File: src/hdl/ssmf_pkg.sv
// ----------------------------------------------------------------------------
// ssmf_pkg
// Shared types, constants and the character-to-segment table of the
// seven-segment frame generator.
// ----------------------------------------------------------------------------
package ssmf_pkg;

    localparam int DIGITS    = 3;
    localparam int CHARS     = 3;
    localparam int EN_W      = 3;
    localparam int CNT_MAX   = (DIGITS < CHARS) ? DIGITS : CHARS;
    localparam int QDEPTH    = 2;

    localparam logic [7:0] SEG_A   = 8'h01;
    localparam logic [7:0] SEG_B   = 8'h02;
    localparam logic [7:0] SEG_C   = 8'h04;
    localparam logic [7:0] SEG_D   = 8'h08;
    localparam logic [7:0] SEG_E   = 8'h10;
    localparam logic [7:0] SEG_F   = 8'h20;
    localparam logic [7:0] SEG_G   = 8'h40;
    localparam logic [7:0] SEG_H   = 8'h80;
    localparam logic [7:0] ALL_SEG = 8'hFF;

    typedef logic [7:0]      seg_t;
    typedef logic [EN_W-1:0] en_t;

    // one classified request: glyphs and digit enables, plus saturated count
    typedef struct packed {
        seg_t [CHARS-1:0] seg;
        en_t  [CHARS-1:0] en;
        logic [1:0]       count;
    } entry_t;

    function automatic seg_t glyph(input logic [7:0] code);
        seg_t s;
        case (code)
            8'h61:   s = ALL_SEG & ~(SEG_D | SEG_H);
            8'h62:   s = ALL_SEG & ~(SEG_A | SEG_B | SEG_H);
            8'h63:   s = ALL_SEG & ~(SEG_B | SEG_C | SEG_G | SEG_H);
            8'h64:   s = ALL_SEG & ~(SEG_A | SEG_F | SEG_H);
            8'h65:   s = ALL_SEG & ~(SEG_B | SEG_C | SEG_H);
            8'h66:   s = ALL_SEG & ~(SEG_B | SEG_C | SEG_D | SEG_H);
            8'h30:   s = ALL_SEG & ~(SEG_G | SEG_H);
            8'h31:   s = SEG_B | SEG_C;
            8'h32:   s = ALL_SEG & ~(SEG_C | SEG_F | SEG_H);
            8'h33:   s = ALL_SEG & ~(SEG_F | SEG_E | SEG_H);
            8'h34:   s = ALL_SEG & ~(SEG_A | SEG_D | SEG_E | SEG_H);
            8'h35:   s = ALL_SEG & ~(SEG_B | SEG_E | SEG_H);
            8'h36:   s = ALL_SEG & ~(SEG_B | SEG_H);
            8'h37:   s = SEG_A | SEG_B | SEG_C;
            8'h38:   s = ALL_SEG & ~SEG_H;
            8'h39:   s = ALL_SEG & ~(SEG_E | SEG_H);
            8'h2E:   s = SEG_H;
            8'h00:   s = 8'h00;
            8'h6F:   s = 8'h00;
            8'h2A:   s = SEG_A | SEG_F | SEG_G | SEG_H;
            default: s = ALL_SEG & ~(SEG_C | SEG_D);
        endcase
        return s;
    endfunction

    // one-hot enable for character k of a request holding cnt characters
    function automatic en_t digit_en(input int k, input logic [1:0] cnt);
        int  pos;
        en_t e;
        pos = DIGITS - int'(cnt) + k;
        e   = '0;
        if (pos < EN_W)
        begin
            e[pos] = 1'b1;
        end
        return e;
    endfunction

endpackage

File: src/hdl/ssmf_front.sv
// ----------------------------------------------------------------------------
// ssmf_front
// Accepts display requests, saturates the count and classifies each
// character into its segment byte and digit enable for the queue.
// ----------------------------------------------------------------------------
module ssmf_front (
    input  logic                  req_valid,
    output logic                  req_stall,
    input  logic [7:0]            char_first,
    input  logic [7:0]            char_second,
    input  logic [7:0]            char_third,
    input  logic [1:0]            char_count,
    input  logic                  q_full,
    output logic                  q_push,
    output ssmf_pkg::entry_t      q_entry
);

    logic [1:0]                    cnt_sat;
    logic [ssmf_pkg::CHARS-1:0][7:0] chars;

    assign chars = {char_third, char_second, char_first};

    always_comb
    begin
        if (int'(char_count) > ssmf_pkg::CNT_MAX)
        begin
            cnt_sat = 2'(ssmf_pkg::CNT_MAX);
        end
        else
        begin
            cnt_sat = char_count;
        end
    end

    always_comb
    begin
        q_entry.count = cnt_sat;
        for (int k = 0; k < ssmf_pkg::CHARS; k++)
        begin
            q_entry.seg[k] = ssmf_pkg::glyph(chars[k]);
            q_entry.en[k]  = ssmf_pkg::digit_en(k, cnt_sat);
        end
    end

    assign req_stall = q_full;
    assign q_push    = req_valid && !q_full;

endmodule

File: src/hdl/ssmf_queue.sv
// ----------------------------------------------------------------------------
// ssmf_queue
// Two-entry request queue between the classifier and the frame sequencer.
// ----------------------------------------------------------------------------
module ssmf_queue (
    input  logic                  clk,
    input  logic                  rst_n,
    input  logic                  push,
    input  ssmf_pkg::entry_t      push_entry,
    output logic                  full,
    input  logic                  pop,
    output logic                  head_valid,
    output ssmf_pkg::entry_t      head_entry
);

    localparam int PTR_W = (ssmf_pkg::QDEPTH > 1) ? $clog2(ssmf_pkg::QDEPTH) : 1;
    localparam int CNT_W = $clog2(ssmf_pkg::QDEPTH + 1);

    ssmf_pkg::entry_t entries_reg [ssmf_pkg::QDEPTH];
    logic [PTR_W-1:0] wr_ptr_reg, wr_ptr_next;
    logic [PTR_W-1:0] rd_ptr_reg, rd_ptr_next;
    logic [CNT_W-1:0] fill_reg, fill_next;

    function automatic logic [PTR_W-1:0] ptr_inc(input logic [PTR_W-1:0] p);
        logic [PTR_W-1:0] r;
        if (int'(p) == ssmf_pkg::QDEPTH - 1)
        begin
            r = '0;
        end
        else
        begin
            r = p + 1'b1;
        end
        return r;
    endfunction

    assign full       = (int'(fill_reg) == ssmf_pkg::QDEPTH);
    assign head_valid = (fill_reg != '0);
    assign head_entry = entries_reg[rd_ptr_reg];

    always_comb
    begin
        wr_ptr_next = push ? ptr_inc(wr_ptr_reg) : wr_ptr_reg;
        rd_ptr_next = pop  ? ptr_inc(rd_ptr_reg) : rd_ptr_reg;
        fill_next   = fill_reg;
        if (push && !pop)
        begin
            fill_next = fill_reg + 1'b1;
        end
        else if (pop && !push)
        begin
            fill_next = fill_reg - 1'b1;
        end
    end

    always_ff @(posedge clk or negedge rst_n)
    begin
        if (!rst_n)
        begin
            wr_ptr_reg <= '0;
            rd_ptr_reg <= '0;
            fill_reg   <= '0;
        end
        else
        begin
            wr_ptr_reg <= wr_ptr_next;
            rd_ptr_reg <= rd_ptr_next;
            fill_reg   <= fill_next;
        end
    end

    always_ff @(posedge clk)
    begin
        if (push)
        begin
            entries_reg[wr_ptr_reg] <= push_entry;
        end
    end

endmodule

File: src/hdl/ssmf_back.sv
// ----------------------------------------------------------------------------
// ssmf_back
// Frame sequencer: walks the head request one frame a cycle into the
// output register unless frame_stall holds it, closing each request with a blanking frame.
// ----------------------------------------------------------------------------
module ssmf_back (
    input  logic                  clk,
    input  logic                  rst_n,
    input  logic                  head_valid,
    input  ssmf_pkg::entry_t      head_entry,
    output logic                  pop,
    output logic                  frame_valid,
    input  logic                  frame_stall,
    output logic [7:0]            segments,
    output logic [2:0]            digit_enable,
    output logic                  last
);

    logic       out_valid_reg, out_valid_next;
    logic [7:0] seg_reg, seg_next;
    logic [2:0] en_reg, en_next;
    logic       last_reg, last_next;
    logic [1:0] idx_reg, idx_next;
    logic       slot_free;
    logic       fire;
    logic       closing;

    assign slot_free = !out_valid_reg || !frame_stall;
    assign fire      = head_valid && slot_free;
    assign closing   = (idx_reg == head_entry.count);
    assign pop       = fire && closing;

    always_comb
    begin
        out_valid_next = out_valid_reg;
        seg_next       = seg_reg;
        en_next        = en_reg;
        last_next      = last_reg;
        idx_next       = idx_reg;
        if (slot_free)
        begin
            out_valid_next = head_valid;
        end
        if (fire)
        begin
            if (closing)
            begin
                seg_next  = '0;
                en_next   = '0;
                last_next = 1'b1;
                idx_next  = '0;
            end
            else
            begin
                seg_next  = head_entry.seg[idx_reg];
                en_next   = head_entry.en[idx_reg];
                last_next = 1'b0;
                idx_next  = idx_reg + 1'b1;
            end
        end
    end

    always_ff @(posedge clk or negedge rst_n)
    begin
        if (!rst_n)
        begin
            out_valid_reg <= 1'b0;
            idx_reg       <= '0;
        end
        else
        begin
            out_valid_reg <= out_valid_next;
            idx_reg       <= idx_next;
        end
    end

    always_ff @(posedge clk)
    begin
        seg_reg  <= seg_next;
        en_reg   <= en_next;
        last_reg <= last_next;
    end

    assign frame_valid  = out_valid_reg;
    assign segments     = seg_reg;
    assign digit_enable = en_reg;
    assign last         = last_reg;

endmodule

File: src/hdl/seven_segment_mux_frames.sv
// An accepted request is written into a queue entry; its first frame is then
// registered in the output register, when the queue is empty and the output register is free.
// Each request gives count+1 frames (one to four); the frame sequencer writes
// them one frame a cycle, unless frame_stall holds it, into the single output register.
// A two-entry queue lets requests be accepted while frames are still going out.
// Reset (rst_n low, asynchronous) empties the queue and the output register.
// ----------------------------------------------------------------------------
// seven_segment_mux_frames
// Turns display requests into per-digit segment frames plus a blanking frame.
// ----------------------------------------------------------------------------
module seven_segment_mux_frames (
    input  logic       clk,
    input  logic       rst_n,
    input  logic       req_valid,
    output logic       req_stall,
    input  logic [7:0] char_first,
    input  logic [7:0] char_second,
    input  logic [7:0] char_third,
    input  logic [1:0] char_count,
    output logic       frame_valid,
    input  logic       frame_stall,
    output logic [7:0] segments,
    output logic [2:0] digit_enable,
    output logic       last
);

    ssmf_pkg::entry_t push_entry;
    ssmf_pkg::entry_t head_entry;
    logic             q_full;
    logic             q_push;
    logic             q_pop;
    logic             head_valid;

    ssmf_front u_front (
        .req_valid   (req_valid),
        .req_stall   (req_stall),
        .char_first  (char_first),
        .char_second (char_second),
        .char_third  (char_third),
        .char_count  (char_count),
        .q_full      (q_full),
        .q_push      (q_push),
        .q_entry     (push_entry)
    );

    ssmf_queue u_queue (
        .clk        (clk),
        .rst_n      (rst_n),
        .push       (q_push),
        .push_entry (push_entry),
        .full       (q_full),
        .pop        (q_pop),
        .head_valid (head_valid),
        .head_entry (head_entry)
    );

    ssmf_back u_back (
        .clk          (clk),
        .rst_n        (rst_n),
        .head_valid   (head_valid),
        .head_entry   (head_entry),
        .pop          (q_pop),
        .frame_valid  (frame_valid),
        .frame_stall  (frame_stall),
        .segments     (segments),
        .digit_enable (digit_enable),
        .last         (last)
    );

endmodule

File: config.mk
export PLATFORM = sky130hd
export DESIGN_NAME = seven_segment_mux_frames
export DESIGN_NICKNAME = d
export VERILOG_FILES = /design/src/hdl/ssmf_pkg.sv /design/src/hdl/ssmf_front.sv /design/src/hdl/ssmf_queue.sv /design/src/hdl/ssmf_back.sv /design/src/hdl/seven_segment_mux_frames.sv
export SDC_FILE = /design/constraint.sdc
export NUM_CORES = 1
export LEC_CHECK = 0
export BUFFER_PORTS_ARGS = -buffer_cell sky130_fd_sc_hd__buf_2
export CAP_MARGIN = 0
export CORE_UTILIZATION = 60
export CTS_CLUSTER_DIAMETER = 80
export CTS_CLUSTER_SIZE = 8
export DETAILED_ROUTE_END_ITERATION = 8
export GPL_TIMING_DRIVEN = 0
export HOLD_SLACK_MARGIN = 0.02
export PLACE_DENSITY = 0.8
export REMOVE_ABC_BUFFERS = 1
export SLEW_MARGIN = 20
export SYNTH_ARGS = -nofsm -noshare
export SYNTH_HDL_FRONTEND = slang
export SYNTH_SLANG_ARGS = --single-unit
File: constraint.sdc
create_clock -name clk -period 3 [get_ports clk]
set_clock_uncertainty 0.05 [all_clocks]
set_input_delay 0.3 -clock clk [delete_from_list [all_inputs] [get_ports clk]]
set_output_delay 0.3 -clock clk [all_outputs]
set_load 0.01 [all_outputs]
; Word-level counts from Yosys, hierarchy flattened
; Memory sizes are Yosys's and may differ from the RTL's.
; Cells that the tools add are included.
[classes]
add_sub_neg = 8
magnitude_cmp = 10
eq_ne = 59
mux = 24
reduce_logical = 22
[ops]
columns = operator, count
row1 = 8-bit one-hot mux with 19 select lines, 3
row2 = 8-bit by 6-bit equality test with 1-bit output (second input constant), 36
row3 = 8-bit by 7-bit equality test with 1-bit output (second input constant), 21
row4 = 32-bit by 1-bit >= comparator with 1-bit output (second input constant), 2
row5 = 32-bit by 3-bit < comparator with 1-bit output (second input constant), 2
row6 = 32-bit by 4-bit < comparator with 1-bit output (second input constant), 2
row7 = 8-bit logical NOT, 3
row8 = 8-bit binary-select mux with 2-bit select, 1
row9 = 3-bit two-way mux, 4
row10 = 1-bit logical AND, 8
row11 = 1-bit two-way mux, 8
row12 = 8-bit two-way mux, 1
row13 = 3-bit binary-select mux with 2-bit select, 1
row14 = 1-bit demux with 2-bit select, 3
row15 = 2-bit two-way mux, 3
row16 = 2-bit OR reduction, 3
row17 = 1-bit logical NOT, 5
row18 = 2-bit by 1-bit adder with 2-bit output (second input constant), 2
row19 = 3-bit by 2-bit adder with 4-bit output (second input constant), 1
row20 = 3-bit by 3-bit adder with 4-bit output (second input constant), 1
row21 = 3-bit by 4-bit < comparator with 1-bit output (second input constant), 1
row22 = 2-bit nonzero test, 2
row23 = 3-bit by 1-bit >= comparator with 1-bit output (second input constant), 1
row24 = 2-bit by 3-bit < comparator with 1-bit output (second input constant), 1
row25 = other kinds (7), 8
[totals]
ff_bits = 19
ram_bits = 70
input_bits = 30
output_inout_bits = 14
word_cells = 132
memories = 1
[memory_table]
columns = memory, depth, width, read_ports, rd_ports_with_merged_regs, wr, line_no
row1 = u_queue.entries_reg, 2, 35, 1, 0, 1, ssmf_queue.sv:19  ; ssmf_pkg::entry_t entries_reg [ssmf_pkg::QDEPTH];

; Longest topological paths before layout
[logic_depth]
word_depth = 7
ltp_mapped = 9
mapped_depth_nobuf = 8

; Modules after synthesis
; From an unflattened synthesis, not the netlist that was laid out.
[unflattened]
cells_unflattened = 453
hier_area_um2 = 5340.1
[by_module_without_submodules]
columns = mod, n_inst, cells_each, area_each_um2
row1 = ssmf_queue, 1, 125, 2865.2
row2 = ssmf_front, 1, 248, 1586.5
row3 = ssmf_back, 1, 80, 888.4

; Worst setup path after synthesis
; OpenSTA, ideal clock, no wires.
[synth_path]
kind = register to register
startpoint = register u_queue.fill_reg[0]
endpoint = memory u_queue.entries_reg[0][0] (netlist name) (enable)
setup_ns = 0.421
arrival_time_ns = 1.999
required_time_ns = 2.529
path_slack_ns = 0.530
stages_incl_launch_ff = 4
synth_period_minus_slack_ns = 2.470
path_cell_list = dfrtp_1 nand2b_1 nand2_1 nor2_1
[synth_between]
elab_chain_cells = 5
[synth_rtl]
columns = item, line_no
row1 = "start, declared", ssmf_queue.sv:22  ; logic [CNT_W-1:0] fill_reg, fill_next;
row2 = "start signal, assigned", ssmf_queue.sv:68  ; fill_reg <= fill_next;
row3 = 2-bit equality test, ssmf_queue.sv:37  ; assign full = (int'(fill_reg) == ssmf_pkg::QDEPTH);
row4 = 1-bit logical NOT, ssmf_front.sv:46  ; assign q_push = req_valid && !q_full;
row5 = 1-bit logical AND, ssmf_front.sv:46
row6 = 1-bit two-way mux, ssmf_queue.sv:74  ; if (push)
row7 = 1-bit two-way mux (not written as such), ssmf_queue.sv:76  ; entries_reg[wr_ptr_reg] <= push_entry;
row8 = "end, declared", ssmf_queue.sv:19
; Every way passes these cells.

; Worst setup path after layout
[layout_path]
startpoint = register u_queue.rd_ptr_reg
endpoint = register u_queue.fill_reg[1]
[layout_between]
elab_chain_cells = 6
word_cells_on_any_way = 8
[layout_rtl]
columns = item, line_no
row1 = "start, declared", ssmf_queue.sv:21  ; logic [PTR_W-1:0] rd_ptr_reg, rd_ptr_next;
row2 = "start signal, assigned", ssmf_queue.sv:67  ; rd_ptr_reg <= rd_ptr_next;
row3 = memory 2 x 35 bit (*), -
row4 = 2-bit equality test (*), ssmf_back.sv:30  ; assign closing = (idx_reg == head_entry.count);
row5 = 1-bit logical AND (*), ssmf_back.sv:31  ; assign pop = fire && closing;
row6 = 1-bit logical NOT, ssmf_queue.sv:46  ; if (push && !pop)
row7 = 1-bit logical AND, ssmf_queue.sv:46
row8 = 2-bit two-way mux or 2-bit nonzero test (tied branches), -
; Mark *: on every way between the ends. The rest lies on a longest branch, timed or not.
; A chain may end at the register's enable or synchronous reset.

==> impl_metrics.csv <==
group,metric,value,unit
floorplanning,die_area,0.00838,mm^2
yosys,ys_seq_elements,83,
timing,tightest_slew,0.864,ns
global_route,grt_pass1_vias,3214,
layout,instances_no_fill,565,
placed_design,dp_hpwl,6500,um
critical_path,path_max_fanout,26,
drt,route.detailed.drc,0,
layout,largest_register_ffs,64,
timing,fin_setup_tns,0,ns
layout,insertedDiodeCount,0,
yosys,async_reset_ff_frac,0.0843,
clocking,cts.path.max_buffers,2,
floorplanning,row_count,32,
drt,drt-total-wl,9540,um
layout,layout.nets,489,
yosys,ys_seq_area_frac,0.511,
clocking,post_cts_buffers,0,
drt,vias,3537,
critical_path,cp.arrival,2.82,ns
layout,layout_common_cells,"76 x edfxtp_1, 43 x buf_2, 37 x nor2_1",
layout,area_growth,9.98,%
yosys,synth.avg_cell_area,11.1,um^2
floorplanning,io_pins,44,
floorplanning,dieHeight,91.6,um
yosys,synthFlopType,"edfxtp_1",
placed_design,pre_cts_slack,0.000559,ns
layout,fin_util,0.685,
timing,hold_ws,0.115,ns
yosys,synth_edf_count,76,
floorplanning,die_w,91.6,um
clocking,cts.sinks,83,
clocking,tritoncts,"built",
clocking,path_clk_slew,0.09,ns
yosys,synth_cell_types,72,
layout,layout_commonest_cell,"edfxtp_1",
global_route,grt_max_degree,27,
layout,final_area,0.00529,mm^2
yosys,synth_area,0.00481,mm^2
placed_design,gp_congestion,0.901,
job,drv_cap,0,
drt,viasPerCell,6.26,
timing,drv_slew,0,
power,ir_drop,0.417,mV
status,outcome,"finished, final reports clean",
drt,wl_per_cell,16.9,um
yosys,synthCells,433,
drt,first_pass_iters,5,
timing,rsz0062_at_grt,"false",
drt,drt_iter0_markers,249,
critical_path,cp-end-kind,"register",
layout,drive_gt1_frac,0.229,
power,p_leak,1.76,nW
global_route,antenna_found_initial,0,
critical_path,crit_type,"reg -> reg",
power,powerDensity,738,mW/mm^2
timing,setup_violations,0,
placed_design,numPortBuffers,43,
global_route,grt_usage,0.237,
timing,fin_crit,2.59,ns
clocking,cts_root_buf,"clkbuf_8",
yosys,yosysWarnings,0,
critical_path,cp.required,3.23,ns
global_route,overflow,0,
timing,fin_crit_sh,0.862,
drt,ant_nets,0,
min_path,hold_path.class,"in -> reg",
clocking,cts_buffers,9,
floorplanning,core_area,0.00773,mm^2
timing,fmax,387,MHz
clocking,clk_latency,0.35,ns
placed_design,place_area,0.00509,mm^2
floorplanning,start_util,0.623,
placed_design,numPlacedInstances,548,
clocking,cts-htree-levels,3,
global_route,grt_pass1_wl,15600,um
power,p_total,3.91,mW
timing,slew_headroom,0.416,
timing,final_hold_viol_count,0,
timing,setup_ws,0.413,ns
critical_path,startpoint_type,"register",
## worst max-delay path: stages, from the launching register on
cell     delay (ns)
dfrtp_4        0.71
mux2i_1        0.27
xnor2_1        0.12
nor2_2         0.53
nand2_1        0.19
ha_1           0.23
xor2_1         0.14
nor2_1         0.11
xor2_1         0.14
## worst paths after layout
path | from | endpoint | slack (ns) | cells past startpoint
min | frame_stall | u_back.frame_valid | 0.12 | 3
max in group asynchronous | rst_n | u_queue.rd_ptr_reg | 2.48 | 2
min reg2reg | u_back.frame_valid | u_back.frame_valid | 0.45 | 2
min in group asynchronous | rst_n | u_queue.fill_reg[1] | 0.25 | 2
max reg2reg | u_queue.rd_ptr_reg | u_queue.fill_reg[1] | 0.41 | 8
max | u_queue.rd_ptr_reg | u_queue.fill_reg[1] | 0.41 | 8
## cell type report
| type | count | area, um^2 |
|---|---|---|
| Multi-Input combinational cell | 308 | 2200 |
| Inverter | 10 | 37.5 |
| Clock inverter | 7 | 58.8 |
| Tap cell | 102 | 128 |
| Timing Repair Buffer | 46 | 280 |
| Fill cell | 563 | 2430 |
| Clock buffer | 9 | 124 |
| Sequential cell | 83 | 2460 |
## kinds of logic (layout without fill, tap and decap cells)
| logic type | count (synthesis) | count (layout) | synth area share |
|---|---|---|---|
| adder cells (fa/ha/maj) | 1 | 1 | 0.00260 |
| AO/OA/AOI/OAI | 117 | 117 | 0.174 |
| XOR/XNOR | 11 | 11 | 0.0200 |
| flip-flops | 83 | 83 | 0.511 |
| other | 1 | 6 | 0.000779 |
| buffers and inverters | 47 | 72 | 0.0416 |
| AND/OR/NAND/NOR | 146 | 146 | 0.171 |
| multiplexers | 27 | 27 | 0.0796 |
## per-layer routing
metal,share of wire,routed length [um],GRT usage,vias to the layer above
met2,0.50,4760,0.382,134
met4,0.013,127,0.0926,0
met3,0.055,521,0.0310,11
met5,0,0,0,-
li1,-,-,-,1707
met1,0.43,4130,0.328,1685
## power by group
part           switching, mW  internal, mW  total, mW
Combinational          0.701         0.576       1.28
Sequential             0.228          1.67       1.90
Clock                  0.413         0.313      0.726
Total                   1.34          2.56       3.91
## synthesized netlist by cell type, drive strengths merged (6+ instances only)
cell type,n,share of area
clkbuf,24,0.019
nor3,6,0.0062
a21o,7,0.011
nand2,31,0.025
nand2b,6,0.0078
a21oi,26,0.027
inv,10,0.0078
o22ai,7,0.0091
xnor2,6,0.011
nand3,17,0.022
buf,13,0.015
o21ai,26,0.028
mux4,8,0.037
edfxtp,76,0.47
nor2,39,0.030
dfrtp,7,0.036
mux2,10,0.023
o211ai,6,0.012
a22oi,12,0.019
mux2i,9,0.019
nor2b,9,0.012
## timing repair
item	CTS	global route
setup endpoints to repair	1	1
hold buffers	1	0
cloned	0	0
endpoints found under the hold margin	7	0
resized for setup	1	1
Note: power is estimated with default switching activity, not from simulation.
